==> config.mk <==
export PLATFORM = sky130hd
export DESIGN_NAME = ezr_cordic
export DESIGN_NICKNAME = d
export VERILOG_FILES = /design/src/rtl/core/ezr_pkg.sv /design/src/rtl/core/ezr_cordic.sv
export SDC_FILE = /design/constraint.sdc
export NUM_CORES = 2
export LEC_CHECK = 0
export BUFFER_PORTS_ARGS = -buffer_cell sky130_fd_sc_hd__buf_2
export CORE_ASPECT_RATIO = 0.9
export CORE_MARGIN = 4
export CORE_UTILIZATION = 67
export CTS_BUF_LIST = sky130_fd_sc_hd__clkbuf_2 sky130_fd_sc_hd__clkbuf_4 sky130_fd_sc_hd__clkbuf_8
export CTS_CLUSTER_SIZE = 28
export DETAILED_ROUTE_END_ITERATION = 10
export PLACE_DENSITY = 0.84
export SYNTH_ARGS = -nofsm -noshare
export SYNTH_HDL_FRONTEND = slang
export SYNTH_SLANG_ARGS = --single-unit
==> constraint.sdc <==
create_clock -name clk -period 14.2 [get_ports clk]
set_input_delay 0.71 -clock clk [delete_from_list [all_inputs] [get_ports clk]]
set_output_delay 0.71 -clock clk [all_outputs]
set_load 0.1 [all_outputs]
==> src/rtl/core/ezr_pkg.sv <==
// shared constants, types and tables for the euler zyx rotation matrix unit
`default_nettype none
package ezr_pkg;
	localparam int CordicIterations = 16;
	localparam int OutputFracBits = 16;
	localparam int AtanCount = 30;
	localparam int PhaseW = 32;
	localparam int CordW = 34;
	localparam logic [24:0] DegTurn = 25'd23592960;
	localparam logic [45:0] RadToPhase = 46'd44798133900177;
	localparam logic signed [CordW-1:0] GainQ30 = 34'sd652032874;
	localparam logic [0:0] UnitRadians = 1'b0;
	localparam logic [0:0] UnitDegrees = 1'b1;
	localparam logic [1:0] RegAngleUnit = 2'd0;

	typedef struct packed {
		logic signed [CordW-1:0] s;
		logic signed [CordW-1:0] c;
	} sincos_t;

	function automatic logic [PhaseW-1:0] atan_turn(input int i);
		logic [PhaseW-1:0] v;
		begin
			case (i)
				0: v = 32'd536870912;  1: v = 32'd316933406;  2: v = 32'd167458907;
				3: v = 32'd85004756;   4: v = 32'd42667331;   5: v = 32'd21354465;
				6: v = 32'd10679838;   7: v = 32'd5340245;    8: v = 32'd2670163;
				9: v = 32'd1335087;    10: v = 32'd667544;    11: v = 32'd333772;
				12: v = 32'd166886;    13: v = 32'd83443;     14: v = 32'd41722;
				15: v = 32'd20861;     16: v = 32'd10430;     17: v = 32'd5215;
				18: v = 32'd2608;      19: v = 32'd1304;      20: v = 32'd652;
				21: v = 32'd326;       22: v = 32'd163;       23: v = 32'd81;
				24: v = 32'd41;        25: v = 32'd20;        26: v = 32'd10;
				27: v = 32'd5;         28: v = 32'd3;         29: v = 32'd1;
				default: v = '0;
			endcase
			return v;
		end
	endfunction

	// signed q3.30 product, rounded half up
	function automatic logic signed [CordW-1:0] mul_q30(input logic signed [CordW-1:0] a,
			input logic signed [CordW-1:0] b);
		logic signed [2*CordW-1:0] p;
		begin
			p = a * b + (68'sd1 <<< 29);
			return CordW'(p >>> 30);
		end
	endfunction
endpackage
`default_nettype wire

==> src/rtl/core/ezr_cordic.sv <==
// unrolled rotation-mode cordic, one register stage per step
`default_nettype none
module ezr_cordic #(
	parameter int Iterations = ezr_pkg::CordicIterations
) (
	input  wire                        clk,
	input  wire                        en,
	input  wire [ezr_pkg::PhaseW-1:0]  phase,
	output ezr_pkg::sincos_t           sc
);
	localparam int N = (Iterations < ezr_pkg::AtanCount) ? Iterations : ezr_pkg::AtanCount;
	logic signed [ezr_pkg::CordW-1:0] x_s [0:N];
	logic signed [ezr_pkg::CordW-1:0] y_s [0:N];
	logic signed [ezr_pkg::PhaseW:0]  z_s [0:N];
	logic flip_s [0:N];
	logic signed [ezr_pkg::PhaseW:0] z0;
	logic f0;

	always_comb begin
		z0 = $signed({phase[31], phase});
		f0 = 1'b0;
		if (z0 > 33'sh40000000) begin
			z0 = z0 - 33'sh80000000; f0 = 1'b1;
		end else if (z0 < -33'sh40000000) begin
			z0 = z0 + 33'sh80000000; f0 = 1'b1;
		end
	end

	always_ff @(posedge clk) begin
		if (en) begin
			x_s[0] <= ezr_pkg::GainQ30;
			y_s[0] <= '0;
			z_s[0] <= z0;
			flip_s[0] <= f0;
		end
	end

	for (genvar i = 0; i < N; i++) begin : g_step
		logic signed [ezr_pkg::PhaseW:0] at;
		assign at = $signed({1'b0, ezr_pkg::atan_turn(i)});
		always_ff @(posedge clk) begin
			if (en) begin
				flip_s[i+1] <= flip_s[i];
				if (!z_s[i][ezr_pkg::PhaseW]) begin
					x_s[i+1] <= x_s[i] - (y_s[i] >>> i);
					y_s[i+1] <= y_s[i] + (x_s[i] >>> i);
					z_s[i+1] <= z_s[i] - at;
				end else begin
					x_s[i+1] <= x_s[i] + (y_s[i] >>> i);
					y_s[i+1] <= y_s[i] - (x_s[i] >>> i);
					z_s[i+1] <= z_s[i] + at;
				end
			end
		end
	end

	assign sc.c = flip_s[N] ? -x_s[N] : x_s[N];
	assign sc.s = flip_s[N] ? -y_s[N] : y_s[N];
endmodule
`default_nettype wire

== After elaboration in Yosys (flattened, before gate mapping) ==
Memories as Yosys holds them, arrays and structs flattened.
Cells that the tools add are included.

* Bitwise operators: 48
* Order comparisons: 2
* Add/subtract/negate cells: 99
* Multiplexer cells: 152

{| class="wikitable"
|+ Operator list
! cell !! number
|-
| $mux 34 || 34
|-
| $mux 33 || 18
|-
| $mux 1 || 100
|-
| $add 34x19->34 || 2
|-
| $add 34x20->34 || 2
|-
| $add 34x21->34 || 2
|-
| $add 34x22->34 || 2
|-
| $add 34x23->34 || 2
|-
| $add 34x24->34 || 2
|-
| $add 34x25->34 || 2
|-
| $add 34x26->34 || 2
|-
| $add 34x27->34 || 2
|-
| $add 34x28->34 || 2
|-
| $add 34x29->34 || 2
|-
| $add 34x30->34 || 2
|-
| $add 34x31->34 || 2
|-
| $add 34x32->34 || 2
|-
| $add 34x33->34 || 2
|-
| $neg 34->34 || 2
|-
| $sub 34x19->34 || 2
|-
| $sub 34x20->34 || 2
|-
| $sub 34x21->34 || 2
|-
| $sub 34x22->34 || 2
|-
| $sub 34x23->34 || 2
|-
| other kinds (49) || 107
|}

* Output and inout bits: 68
* Memory bits (writable): 1734
* Flip-flop bits (word level): 0
* Word-level logic and storage cells: 305
* Bits of input ports: 34
* Memories kept: 4

{| class="wikitable"
|+ Memory list
! memory !! words !! bits a word !! rd ports !! clocked after Yosys merged registers in !! write ports !! line !! RTL
|-
| x_s || 17 || 34 || 17 || 0 || 17 || ezr_cordic.sv:12 || <nowiki>logic signed [ezr_pkg::CordW-1:0] x_s [0:N];</nowiki>
|-
| y_s || 17 || 34 || 17 || 0 || 17 || ezr_cordic.sv:13 || <nowiki>logic signed [ezr_pkg::CordW-1:0] y_s [0:N];</nowiki>
|-
| z_s || 17 || 33 || 16 || 0 || 17 || ezr_cordic.sv:14 || <nowiki>logic signed [ezr_pkg::PhaseW:0] z_s [0:N];</nowiki>
|-
| flip_s || 17 || 1 || 17 || 0 || 17 || ezr_cordic.sv:15 || <nowiki>logic flip_s [0:N];</nowiki>
|}

== Depth between registers and ports, before layout ==
An unclocked memory read counts as a cell.

* Word-level depth: 5
* Mapped depth: 25
* Depth with buffers taken out: 24

== Least setup slack after synthesis ==
No wires, ideal clock.

* Path kind: input-to-reg
* Start: input port en
* End: memory x_s[3][31] (netlist name) (data pin)
* Slack: 8.690 ns
* Path buffers: 2
* Data required time: 13.940 ns
* Stages on the path: 17
* Arrival time: 5.250 ns
* Setup time: 0.260 ns
* Path through: nand2_1 clkbuf_1 clkbuf_1 o21ai_0 ha_1 a21o_1 a21o_1 a2111oi_1 nor3_1 or3b_2 a211o_1 a31o_2 a211o_1 a311o_1 a21oi_1 nor2_1 xnor2_1

{| class="wikitable"
|+ RTL lines
! element !! line !! RTL
|-
| start: declaration || ezr_cordic.sv:7 || <nowiki>input wire en,</nowiki>
|-
| end: declaration || ezr_cordic.sv:12 ||
|}

==> run metrics <==
number of library cell types mapped by synthesis=90; All-Layer GR Usage=0.328; standard cell with the maximum stage delay on the critical path=sky130_fd_sc_hd__buf_4; # DRC=0; Syn Area/Cell=9.72 um2; Hold Crit Class=in2reg; post-synthesis instance area=124,000 um2; library cell occupying the most area in the post-synthesis netlist=sky130_fd_sc_hd__edfxtp_1; most used cells in the layout excluding fill and tap cells=1,507 x sky130_fd_sc_hd__edfxtp_1, 1,383 x sky130_fd_sc_hd__ha_1, 1,294 x sky130_fd_sc_hd__a21oi_1; Hold Fails Final Rpt=0; CTS Root Buffer Type=sky130_fd_sc_hd__clkbuf_8; share of post-route cells with drive strength above 1=0.0551; Tcrit/Tclk final=0.452; count of input and output buffers=101; FMAX=156 MHz; Synth top area share=0.365; Synthesized Nets=14,200; Chip Width=461 um; gr ovfl total=0; area growth from synthesis to final layout=7.21%; share of synthesized registers carrying an async set or reset=0; simple logic cell fraction of the synthesized area=0.124; Die Area=192,000 um2; insertion delay to the later sink of the worst-skew pair=1.06 ns; final setup skew=0.0826 ns; Least-Margin Pin Slew=1.12 ns; post-synthesis xor/xnor area fraction=0.135; IO Count=102; Clock Pin Slew Worst Setup and Hold Paths=0.07 ns; maximum level of the CTS H-tree=5; setup ws final=7.78 ns; total detailed-routing wirelength=325,000 um; setup repair after global routing missed its margin=false; post-placement setup slack=6.89 ns; number of DRC violations after detailed-routing iteration 0=9,873; status=finished clean; post-synthesis sequential element count=1,507; data required time of the worst path=14.97 ns; most common flop cell mapped by yosys=sky130_fd_sc_hd__edfxtp_1; first-pass iteration count of the detailed router=7; area fraction in compound gates after synthesis=0.199; global-route wire length before repair=512,000 um; element type at the critical path start=primary input; CTS sink count=1,507; synthesized-area fraction occupied by adder cells=0.147; category of the most critical setup path=in2reg; Syn. warnings=0; worst path cell trace=buf_12 > buf_4 > buf_4 > nand2_1 > buf_4 > inv_1 > buf_4 > a21oi_1 > xnor2_1 > ha_1 > a21o_1 > or3_1 > o21ai_1 > nand2_1 > o21a_1 > a221o_1 > a41oi_1 > o221ai_1 > a21o_1 > a21o_1 > a21oi_1 > xnor2_1; max_slew headroom=0.246; portion of the post-synthesis area used by sequential elements=0.365; Placer Congestion=0.998; largest buffer count on any clock path=4; number of global-route vias before repair=95,800; placed instance area=127,000 um2; Worst Path Arrival=7.18 ns; net count of the finished layout=14,500; CP Max Fanout=105; vias post-DR=100,000; Setup Total Neg Slack=0 ns; per-cell routed wire length=20.8 um; FP Rows=149; combinational family with the most area after synthesis=compound AO/OA/AOI/OAI gates; HPWL after detailed placement=250,000 um; antenna violations before repair=6; Filler Cells Inserted=13,300; Setup-failing EPs final=0; category of the worst setup path capture point=flop; proportion of synthesized area in mux cells=0.00792; min cycle time layout=6.42 ns; Post-synth EDFFs=1,507; max-slew violation count=0; cts bufs inserted=281; largest net degree at the start of global routing=162; hold slack=0.131 ns; Area contributors post-synth=sky130_fd_sc_hd__edfxtp_1 36%, sky130_fd_sc_hd__ha_1 14%, sky130_fd_sc_hd__xnor2_1 8.9%; most common cell after layout, fill and taps aside=sky130_fd_sc_hd__edfxtp_1; MaxCap Viol Count=0; core area=184,000 um2; effective utilization at floorplan=0.675; vias per std cell=6.42; Critical Path Most Common Cell=sky130_fd_sc_hd__buf_4; post-synthesis instance total=12,800; fin area=133,000 um2; Post-CTS Resized=0; clock tree from TritonCTS=yes; slowest stage delay, CP=0.64 ns; post-detailed-route count of antenna-violating nets=0; height of the chip=416 um
## path summary, 6_finish.rpt
check,from,endpoint,slack (ns),cells after the start
setup / recovery,en,y_s[12][30],7.78,22
hold / removal,en,z_s[0][32],0.13,1
setup reg to reg,x_s[5][5],y_s[6][33],8.23,19
hold reg to reg,flip_s[14],flip_s[15],0.41,0
## layout make-up
| cell class | instances | area (um2) | share of cell area |
|---|---|---|---|
| repair buffers | 195 | 1330 | 0.0100 |
| clock buffers | 344 | 4380 | 0.0330 |
| multi-input cells | 10500 | 76000 | 0.572 |
| diodes | 5 | 12.5 | 0.0000941 |
| clock inverters | 119 | 947 | 0.00713 |
| well taps | 2416 | 3020 | 0.0227 |
| inverters | 527 | 1980 | 0.0149 |
| flip-flops and latches | 1507 | 45300 | 0.340 |
## per-stage QoR
stage                util  instances
floorplan               -      12800
CTS                 0.724      15600
global placement    0.693      15100
finish              0.724      15600
global route        0.724      15600
detailed placement  0.693      15100
## cells in the mapped netlist, types with 28 or more instances
| cell | count |
|---|---|
| sky130_fd_sc_hd__o21ai_1 | 145 |
| sky130_fd_sc_hd__o21ai_0 | 555 |
| sky130_fd_sc_hd__or4_1 | 36 |
| sky130_fd_sc_hd__nor4_1 | 94 |
| sky130_fd_sc_hd__fa_1 | 44 |
| sky130_fd_sc_hd__o41ai_1 | 63 |
| sky130_fd_sc_hd__xnor2_1 | 1253 |
| sky130_fd_sc_hd__clkbuf_1 | 168 |
| sky130_fd_sc_hd__a21boi_0 | 30 |
| sky130_fd_sc_hd__nor2b_1 | 161 |
| sky130_fd_sc_hd__or3_1 | 125 |
| sky130_fd_sc_hd__nand3b_1 | 29 |
| sky130_fd_sc_hd__o31a_1 | 31 |
| sky130_fd_sc_hd__a21oi_1 | 1294 |
| sky130_fd_sc_hd__and2_1 | 51 |
| sky130_fd_sc_hd__mux2i_1 | 52 |
| sky130_fd_sc_hd__edfxtp_1 | 1507 |
| sky130_fd_sc_hd__ha_1 | 1383 |
| sky130_fd_sc_hd__nand2b_1 | 221 |
| sky130_fd_sc_hd__xor2_1 | 657 |
| sky130_fd_sc_hd__nor3b_1 | 28 |
| sky130_fd_sc_hd__o31ai_1 | 155 |
| sky130_fd_sc_hd__and3_1 | 101 |
| sky130_fd_sc_hd__a211oi_1 | 117 |
| sky130_fd_sc_hd__inv_1 | 517 |
| sky130_fd_sc_hd__o21a_1 | 198 |
| sky130_fd_sc_hd__a21o_1 | 695 |
| sky130_fd_sc_hd__a31oi_1 | 117 |
| sky130_fd_sc_hd__nand4_1 | 95 |
| sky130_fd_sc_hd__nor2_1 | 913 |
| sky130_fd_sc_hd__or2_2 | 47 |
| sky130_fd_sc_hd__o21bai_1 | 175 |
| sky130_fd_sc_hd__a31o_2 | 28 |
| sky130_fd_sc_hd__nand3_1 | 184 |
| sky130_fd_sc_hd__nand2_1 | 765 |
| sky130_fd_sc_hd__nor3_1 | 276 |
| sky130_fd_sc_hd__buf_1 | 32 |
| sky130_fd_sc_hd__mux2_2 | 41 |
| sky130_fd_sc_hd__o211ai_1 | 40 |
## flip-flops by register name (all words and copies together), names as in the netlist
| signal | cells |
|---|---|
| y_s | 511 |
| z_s | 495 |
| x_s | 484 |
| flip_s | 17 |
## metal layers
layer  vias to the layer above  GRT usage  wire (um)
met1                     47600      0.446     139000
met4                         2      0.126      12600
met3                       808     0.0500      24700
met2                      4045      0.529     148000
li1                      48000          -          -
met5                         -          0         13
## critical path, delay by kind of cell
family                     cells  cell delay [ns]
buffers and inverters          6             2.72
AOI/OAI and AO/OA             10             2.40
and+or+nand+nor                3             0.61
adders and majority gates      1             0.32
xor gates and xnor gates       2             0.23
## kinds of logic (layout without fill, tap and decap cells)
family / Yosys count / in the layout
adder cells (fa/ha/maj): 1427 / 1427
other: 0 / 5
AND/OR/NAND/NOR: 3176 / 3176
flip-flops: 1507 / 1507
AO/OA/AOI/OAI: 3906 / 3906
buffers and inverters: 730 / 1185
multiplexers: 93 / 93
XOR/XNOR: 1912 / 1912
## timing repair
| item | in CTS | in global routing |
|---|---|---|
| endpoints found under the setup margin | 0 | 0 |
| endpoints found under the hold margin | 34 | 0 |
| buffers inserted | 0 | 0 |
| hold buffers | 32 | 0 |
Power is not shown: default switching activity piles up to over one toggle a cycle in this logic, so the estimate is an artifact.
