`src/rtl/core/ezr_pkg.sv`:
```
// shared constants, types and tables for the euler zyx rotation matrix unit
`default_nettype none
package ezr_pkg;
	localparam int CordicIterations = 16;
	localparam int OutputFracBits = 16;
	localparam int AtanCount = 30;
	localparam int PhaseW = 32;
	localparam int CordW = 34;
	localparam logic [24:0] DegTurn = 25'd23592960;
	localparam logic [45:0] RadToPhase = 46'd44798133900177;
	localparam logic signed [CordW-1:0] GainQ30 = 34'sd652032874;
	localparam logic [0:0] UnitRadians = 1'b0;
	localparam logic [0:0] UnitDegrees = 1'b1;
	localparam logic [1:0] RegAngleUnit = 2'd0;

	typedef struct packed {
		logic signed [CordW-1:0] s;
		logic signed [CordW-1:0] c;
	} sincos_t;

	function automatic logic [PhaseW-1:0] atan_turn(input int i);
		logic [PhaseW-1:0] v;
		begin
			case (i)
				0: v = 32'd536870912;  1: v = 32'd316933406;  2: v = 32'd167458907;
				3: v = 32'd85004756;   4: v = 32'd42667331;   5: v = 32'd21354465;
				6: v = 32'd10679838;   7: v = 32'd5340245;    8: v = 32'd2670163;
				9: v = 32'd1335087;    10: v = 32'd667544;    11: v = 32'd333772;
				12: v = 32'd166886;    13: v = 32'd83443;     14: v = 32'd41722;
				15: v = 32'd20861;     16: v = 32'd10430;     17: v = 32'd5215;
				18: v = 32'd2608;      19: v = 32'd1304;      20: v = 32'd652;
				21: v = 32'd326;       22: v = 32'd163;       23: v = 32'd81;
				24: v = 32'd41;        25: v = 32'd20;        26: v = 32'd10;
				27: v = 32'd5;         28: v = 32'd3;         29: v = 32'd1;
				default: v = '0;
			endcase
			return v;
		end
	endfunction

	// signed q3.30 product, rounded half up
	function automatic logic signed [CordW-1:0] mul_q30(input logic signed [CordW-1:0] a,
			input logic signed [CordW-1:0] b);
		logic signed [2*CordW-1:0] p;
		begin
			p = a * b + (68'sd1 <<< 29);
			return CordW'(p >>> 30);
		end
	endfunction
endpackage
`default_nettype wire

```
`src/rtl/core/ezr_phase.sv`:
```
// angle to phase reduction, four stages, one angle
`default_nettype none
module ezr_phase (
	input  wire                        clk,
	input  wire                        en,
	input  wire                        unit_deg,
	input  wire signed [31:0]          angle,
	output logic [ezr_pkg::PhaseW-1:0] phase
);
	// a full turn in degrees is 45 * 2^19, so the phase is
	// floor((rem * 2^13 + 22) / 45), split as q45 * 2^13 + frac(rem mod 45)
	localparam logic [25:0] Recip45 = 26'd47721859;    // ceil(2^31 / 45)
	localparam logic [19:0] Recip45Frac = 20'd745655;  // ceil(2^25 / 45)

	logic signed [32:0] a_ext;
	logic signed [63:0] qmul;
	logic signed [55:0] rad_hi, rad_lo;
	logic unit_s1, unit_s2, unit_s3;
	logic signed [32:0] a_s1;
	logic signed [8:0] q_s1;
	logic signed [55:0] rad_hi_s1, rad_lo_s1;
	logic signed [33:0] rem_c;
	logic [63:0] rad_sum;
	logic [31:0] rad_s2, rad_s3;
	logic [24:0] rem_s2, rem_s3;
	logic [50:0] q45_prod;
	logic [18:0] q45_s3;
	logic [5:0] r45;
	logic [18:0] frac_num;
	logic [38:0] frac_prod;

	// stage 1: floor(a/turn) estimate, radian product in two halves
	assign a_ext = 33'(angle);
	// a * floor(2^40/turn) >> 40, off by at most one
	assign qmul = 64'(a_ext) * 64'(33'sd46603);
	assign rad_hi = 56'(a_ext) * 56'($signed({1'b0, ezr_pkg::RadToPhase[45:23]}));
	assign rad_lo = 56'(a_ext) * 56'($signed({1'b0, ezr_pkg::RadToPhase[22:0]}));

	always_ff @(posedge clk) begin
		if (en) begin
			unit_s1   <= unit_deg;
			a_s1      <= a_ext;
			q_s1      <= 9'(qmul >>> 40);
			rad_hi_s1 <= rad_hi;
			rad_lo_s1 <= rad_lo;
		end
	end

	// stage 2: remainder in [0, turn), radian phase rounded
	always_comb begin
		rem_c = 34'(a_s1) - 34'(q_s1) * 34'(ezr_pkg::DegTurn);
		if (rem_c < 0) rem_c = rem_c + 34'(ezr_pkg::DegTurn);
		if (rem_c >= 34'(ezr_pkg::DegTurn)) rem_c = rem_c - 34'(ezr_pkg::DegTurn);
	end

	assign rad_sum = (64'(rad_hi_s1) << 23) + 64'(rad_lo_s1) + 64'h8000_0000;

	always_ff @(posedge clk) begin
		if (en) begin
			unit_s2 <= unit_s1;
			rad_s2  <= rad_sum[63:32];
			rem_s2  <= 25'(rem_c);
		end
	end

	// stage 3: quotient by 45
	assign q45_prod = 51'(rem_s2) * 51'(Recip45);

	always_ff @(posedge clk) begin
		if (en) begin
			unit_s3 <= unit_s2;
			rad_s3  <= rad_s2;
			rem_s3  <= rem_s2;
			q45_s3  <= q45_prod[49:31];
		end
	end

	// stage 4: fraction from the remainder by 45, then select
	assign r45 = 6'(rem_s3 - 25'(q45_s3) * 25'd45);
	assign frac_num = {r45, 13'd0} + 19'd22;
	assign frac_prod = 39'(frac_num) * 39'(Recip45Frac);

	always_ff @(posedge clk) begin
		if (en) phase <= (unit_s3 == ezr_pkg::UnitDegrees) ?
			{q45_s3, frac_prod[37:25]} : rad_s3;
	end
endmodule
`default_nettype wire

```
`config.mk`:
```
export PLATFORM = sky130hd
export DESIGN_NAME = ezr_phase
export DESIGN_NICKNAME = d
export VERILOG_FILES = /design/src/rtl/core/ezr_pkg.sv /design/src/rtl/core/ezr_phase.sv
export SDC_FILE = /design/constraint.sdc
export NUM_CORES = 2
export LEC_CHECK = 0
export BUFFER_PORTS_ARGS = -buffer_cell sky130_fd_sc_hd__buf_2
export CAP_MARGIN = 20
export CELL_PAD_IN_SITES_DETAIL_PLACEMENT = 0
export CELL_PAD_IN_SITES_GLOBAL_PLACEMENT = 1
export CORE_ASPECT_RATIO = 0.5
export CORE_MARGIN = 1.5
export CORE_UTILIZATION = 50
export DETAILED_ROUTE_END_ITERATION = 7
export PLACE_DENSITY_LB_ADDON = 0.1
export SYNTH_ARGS = -nofsm -noshare
export SYNTH_HDL_FRONTEND = slang
export SYNTH_SLANG_ARGS = --single-unit
```
`constraint.sdc`:
```
create_clock -name clk -period 10.7 [get_ports clk]
set_clock_uncertainty 0.2 [all_clocks]
set_input_delay 0.535 -clock clk [delete_from_list [all_inputs] [get_ports clk]]
set_output_delay 0.535 -clock clk [all_outputs]
set_load 0.005 [all_outputs]
```
**Word-level counts from Yosys, hierarchy flattened**

Cells that the tools add are included.
W data, S select, Z words.

- Bits of input ports: 35
- Output and inout bits: 32
- Bits in registers: 287
- Logic and storage cells: 32

- $lt $le $gt $ge: 2
- Mux-type cells: 3
- $add $sub $neg: 7
- Multiply operators: 7

Operators by type and width:

| cell | count |
|---|---|
| $add A64 B32 Y64 const B | 1 |
| $add A64 B64 Y64 | 1 |
| $mul A32 B24 Y56 const B | 1 |
| $mul A25 B26 Y50 const B | 1 |
| $mul A32 B17 Y49 const B | 1 |
| $mul A32 B24 Y41 const B | 1 |
| $mul A19 B20 Y38 const B | 1 |
| $add A34 B25 Y34 const B | 1 |
| $ge A34 B25 Y1 const B | 1 |
| $lt A34 B1 Y1 const B | 1 |
| $mul A34 B6 Y15 const B | 1 |
| $mux W34 | 1 |
| $sub A34 B34 Y34 | 1 |
| $mux W32 | 1 |
| $mux W25 | 1 |
| $sub A25 B25 Y25 const B | 1 |
| $add A19 B5 Y19 const B | 1 |
| $mul A19 B6 Y6 const B | 1 |
| $sub A6 B6 Y6 | 1 |

**Longest topological paths before layout**

- Word-level depth: 6
- Depth in mapped cells: 34

**Worst setup path before layout**

Ideal clock, no wire load.

- Path type: register -> register
- From: reg q45_s3[2]
- To: reg phase[12] (netlist name) (data pin)
- Stages on the path, launching flop included: 29
- Path slack: 2,953 ps
- Required time: 10,240 ps
- Period minus slack after synthesis: 7,747 ps
- Setup time: 260 ps
- Arrival time: 7,287 ps
- Path through: edfxtp_1 ha_1 ha_1 fa_1 ha_1 inv_1 ha_1 a21oi_1 xnor2_1 ha_1 inv_1 ha_1 nand2b_1 fa_1 fa_1 ha_1 ha_1 ha_1 ha_1 and4_1 a31oi_1 o21ai_1 a211oi_1 o21ai_1 a221o_1 a311o_1 a21oi_1 xnor2_1 mux2_2

- Longest elaborated chain between the ends: 5

RTL lines:

| item | RTL line | text |
|---|---|---|
| start, declared | ezr_phase.sv:27 | `logic [18:0] q45_s3;` |
| start signal, assigned | ezr_phase.sv:74 | `q45_s3 <= q45_prod[49:31];` |
| $mul A19 B6 Y6 | ezr_phase.sv:79 | `assign r45 = 6'(rem_s3 - 25'(q45_s3) * 25'd45);` |
| $sub A6 B6 Y6 | ezr_phase.sv:79 |  |
| $add A19 B5 Y19 | ezr_phase.sv:80 | `assign frac_num = {r45, 13'd0} + 19'd22;` |
| $mul A19 B20 Y38 | ezr_phase.sv:81 | `assign frac_prod = 39'(frac_num) * 39'(Recip45Frac);` |
| $mux W32 | ezr_phase.sv:84 | `if (en) phase <= (unit_s3 == ezr_pkg::UnitDegrees) ?` |
| end signal, assigned | ezr_phase.sv:84 |  |
| end, declared | ezr_phase.sv:8 | `output logic [ezr_pkg::PhaseW-1:0] phase` |

No other way between the ends.
A chain may end at the register's enable or synchronous reset.

**Worst setup path in the final report**

Ends and elaborated chain as after synthesis.

==> summary.md <==
| Metric | Value |
|---|---|
| Count of buffers inserted at the top-level ports | `66` |
| Least-Margin Pin Slew | `1030 ps` |
| Post-CTS setup buffer count | `0` |
| Run status | `complete, no violations` |
| Post-synthesis cell type with the largest combined area | `sky130_fd_sc_hd__fa_1` |
| Kind of critical path | `reg -> reg` |
| Aggregate negative setup slack | `0 ps` |
| CTS buffer count | `29` |
| Final critical-path share of the clock period | `79.6%` |
| Mapped Cells | `4657` |
| Async set-or-reset flop fraction in the synthesized netlist | `0%` |
| Initial cell density of the core | `50.7%` |
| CP max-delay cell | `sky130_fd_sc_hd__fa_1` |
| Die Ht | `229 µm` |
| F_max | `0.117 GHz` |
| Final count of hold timing violations | `0` |
| Total DRC errors in the routed layout | `0` |
| Max Cap Viol | `0` |
| Post-route setup slack | `2180 ps` |
| Startpoint of the worst register-to-register path | `q45_s3[2]` |
| Number of global-route vias before repair | `34600` |
| Worst path required time | `10860 ps` |
| Pin count of the biggest net entering global routing | `85` |
| Proportion of netlist area held by the largest area contributor | `36.0%` |
| Setup slack of the most critical reg-to-reg path | `2180 ps` |
| Critical path capture point | `phase[12]` |
| Clock latency on the worst-skew pair | `610 ps` |
| Worst-path fanout max | `4` |
| CTS tree | `built` |
| Detailed-route vias per instance | `5.28` |
| Peak per-stage delay on the critical path | `510 ps` |
| Critical path startpoint | `q45_s3[2]` |
| Post-synthesis sequential element count | `258` |
| Reg-to-Reg End | `phase[12]` |
| Bufs on Longest Clock Path | `3` |
| HPWL after detailed placement | `116 mm` |
| Area Overhead vs Synth | `5.89%` |
| ANT nets after route | `0` |
| Routability cong. | `0.926` |
| Synth top area cells | `sky130_fd_sc_hd__fa_1, sky130_fd_sc_hd__ha_1, sky130_fd_sc_hd__edfxtp_1` |
| Area of placed instances | `53000 µm²` |
| Global-route wire length before repair | `205 mm` |
| Setup Slack @ Placement | `2170 ps` |
| Yosys Warn Count | `0` |
| Number of slew-limit violations in the final report | `0` |
| Nature of the critical path endpoint | `flop` |
| Relative slew slack | `31.2%` |
| Number of standard-cell rows in the floorplan | `82` |
| Final global-route overflow total | `0` |
| Count of endpoints failing setup in the final report | `0` |
| Die Footprint | `104000 µm²` |
| CTS Sinks | `258` |
| Final design instance area without fill | `53900 µm²` |
| Post-Syn Area | `50900 µm²` |
| Number of vias in the routed layout | `32300` |
| Average wire per cell in the routed design | `21.9 µm` |
| Top flip-flop cell by instance count after synthesis | `sky130_fd_sc_hd__edfxtp_1` |
| H-tree lvl count | `1` |
| Most numerous cell on the critical path | `sky130_fd_sc_hd__ha_1` |
| Count of different cell masters after synthesis | `78` |
| Clock tree root buffer cell | `sky130_fd_sc_hd__clkbuf_16` |
| Sequential fraction of the synthesis area | `15.2%` |
| Reg clk slew, reported paths | `70 ps` |
| Number of antenna violations at the first check in global routing | `5` |
| WL final | `134 mm` |
| I/O pin count | `67` |
| Hold Path Class | `in -> reg` |
| Total routing resource utilization after global routing | `26.5%` |
| Post-layout nets | `6697` |
| Proportion of layout cells with a drive suffix above 1 | `3.71%` |
| TritonRoute pass-1 iters | `5` |
| Launching element type of the critical path | `flop` |
| First DRT Iteration DRCs | `1802` |
| Worst R2R Path Depth | `28` |
| Count of flip-flops with a built-in enable after synthesis | `258` |
| WP data arrival | `8680 ps` |
| Area of the core region | `101000 µm²` |
| RSZ-0062 raised after global routing | `false` |
| Final Critical Period | `8520 ps` |
| Nets in the synthesized netlist | `6604` |
| Final standard cell utilization of the core | `53.7%` |
| Die Span X | `454 µm` |
| Hold-critical path depth | `1` |
| Post-Synthesis Mean Instance Area | `10.9 µm²` |
[worst max-delay path, delay by kind of cell, from the launching register on]
kind	cells	cell delay, ps
flip-flops	1	430
adder cells (fa/ha/maj)	13	4370
AND/OR/NAND/NOR	2	340
buffers and inverters	3	240
XOR/XNOR	2	400
multiplexers	1	260
AO/OA/AOI/OAI	7	2040
[flip-flops by register name (all words and copies together) (netlist names)]
| name | cells |
|---|---|
| q45_s3 | 19 |
| rad_s3 | 32 |
| rem_s2 | 25 |
| rad_hi_s1 | 35 |
| a_s1 | 32 |
| phase | 32 |
| unit_s1 | 1 |
| rad_lo_s1 | 33 |
| q_s1 | 9 |
| rad_s2 | 32 |
| unit_s2 | 1 |
| rem_s3 | 6 |
| unit_s3 | 1 |
[stage by stage]
step	cells	hold WS, ps
after global placement	6062	202
after detailed placement	6062	205
after global routing	6117	188
after CTS	6117	178
final	6118	166
after floorplan	4657	200
[metal layers]
layer	track usage [%]	wire length, µm	vias to the layer above
met1	37.3	59900	16500
met5	0	11	-
li1	-	-	14900
met2	43.4	63400	720
met4	6.68	4010	2
met3	3.15	6520	196
[Yosys cell counts, types with 4 or more instances]
| cell | instances |
|---|---|
| sky130_fd_sc_hd__inv_1 | 1394 |
| sky130_fd_sc_hd__ha_1 | 997 |
| sky130_fd_sc_hd__fa_1 | 915 |
| sky130_fd_sc_hd__edfxtp_1 | 258 |
| sky130_fd_sc_hd__xnor2_1 | 144 |
| sky130_fd_sc_hd__a21oi_1 | 137 |
| sky130_fd_sc_hd__nor2_1 | 86 |
| sky130_fd_sc_hd__nand2_1 | 77 |
| sky130_fd_sc_hd__o21ai_0 | 75 |
| sky130_fd_sc_hd__a21o_1 | 74 |
| sky130_fd_sc_hd__xor2_1 | 49 |
| sky130_fd_sc_hd__nand3_1 | 45 |
| sky130_fd_sc_hd__nor3_1 | 35 |
| sky130_fd_sc_hd__mux2_2 | 30 |
| sky130_fd_sc_hd__nor2b_1 | 28 |
| sky130_fd_sc_hd__nand2b_1 | 26 |
| sky130_fd_sc_hd__and3_1 | 25 |
| sky130_fd_sc_hd__o21a_1 | 23 |
| sky130_fd_sc_hd__nand4_1 | 20 |
| sky130_fd_sc_hd__a211oi_1 | 14 |
| sky130_fd_sc_hd__o211ai_1 | 14 |
| sky130_fd_sc_hd__a31oi_1 | 13 |
| sky130_fd_sc_hd__clkbuf_1 | 13 |
| sky130_fd_sc_hd__o21bai_1 | 13 |
| sky130_fd_sc_hd__and2_1 | 12 |
| sky130_fd_sc_hd__or3_1 | 9 |
| sky130_fd_sc_hd__mux2i_1 | 8 |
| sky130_fd_sc_hd__nor4_1 | 8 |
| sky130_fd_sc_hd__a221o_1 | 7 |
| sky130_fd_sc_hd__o21ai_1 | 7 |
| sky130_fd_sc_hd__a221oi_1 | 5 |
| sky130_fd_sc_hd__a311o_1 | 5 |
| sky130_fd_sc_hd__and4_1 | 5 |
| sky130_fd_sc_hd__o31ai_1 | 5 |
| sky130_fd_sc_hd__a211o_1 | 4 |
| sky130_fd_sc_hd__a21boi_0 | 4 |
| sky130_fd_sc_hd__a22oi_1 | 4 |
| sky130_fd_sc_hd__or2_2 | 4 |
| sky130_fd_sc_hd__or4_1 | 4 |
[area by class of cell]
cell class | count | area, µm²
well taps | 1344 | 1680
clock buffers | 30 | 729
flip-flops and latches | 258 | 7750
repair buffers | 78 | 435
multi-input cells | 2989 | 37900
fillers | 8955 | 46600
diodes | 1 | 2.50
inverters | 1394 | 5230
clock inverters | 24 | 218
[what timing repair did]
item / 4_1_cts / 5_1_grt
setup endpoints to repair: 0 / 0
hold buffers: 1 / 0
gates resized for setup: 0 / 0
endpoints found under the hold margin: 1 / 0
[kinds of logic after synthesis]
logic type	share of synthesized area, %
simple gates	4.00
flops	15.2
mux	0.820
fa+ha+maj	60.4
xor+xnor	3.36
buf+inv	10.4
compound gates	5.77
[worst min-delay path by stage]
stage	startpoint	endpoint	slack, ps
floorplan	rad_s2[0]	rad_s3[0]	200
global placement	a_s1[15]	rem_s2[15]	200
detailed placement	rad_s2[31]	rad_s3[31]	200
CTS	en	a_s1[31]	180
global route	en	a_s1[31]	190
finish	en	a_s1[31]	170
[layout by cell type, fill, tap and decap left out, types with 20 or more instances in the layout]
master and count:
sky130_fd_sc_hd__a21o_1 74, sky130_fd_sc_hd__a21oi_1 137, sky130_fd_sc_hd__and3_1 25, sky130_fd_sc_hd__buf_2 64, sky130_fd_sc_hd__clkbuf_16 29, sky130_fd_sc_hd__edfxtp_1 258, sky130_fd_sc_hd__fa_1 915, sky130_fd_sc_hd__ha_1 997
sky130_fd_sc_hd__inv_1 1394, sky130_fd_sc_hd__mux2_2 30, sky130_fd_sc_hd__nand2_1 77, sky130_fd_sc_hd__nand2b_1 26, sky130_fd_sc_hd__nand3_1 45, sky130_fd_sc_hd__nand4_1 20, sky130_fd_sc_hd__nor2_1 86, sky130_fd_sc_hd__nor2b_1 28
sky130_fd_sc_hd__nor3_1 35, sky130_fd_sc_hd__o21a_1 23, sky130_fd_sc_hd__o21ai_0 75, sky130_fd_sc_hd__xnor2_1 144, sky130_fd_sc_hd__xor2_1 49
Power is not shown: default switching activity piles up to over one toggle a cycle in this logic, so the estimate is an artifact.
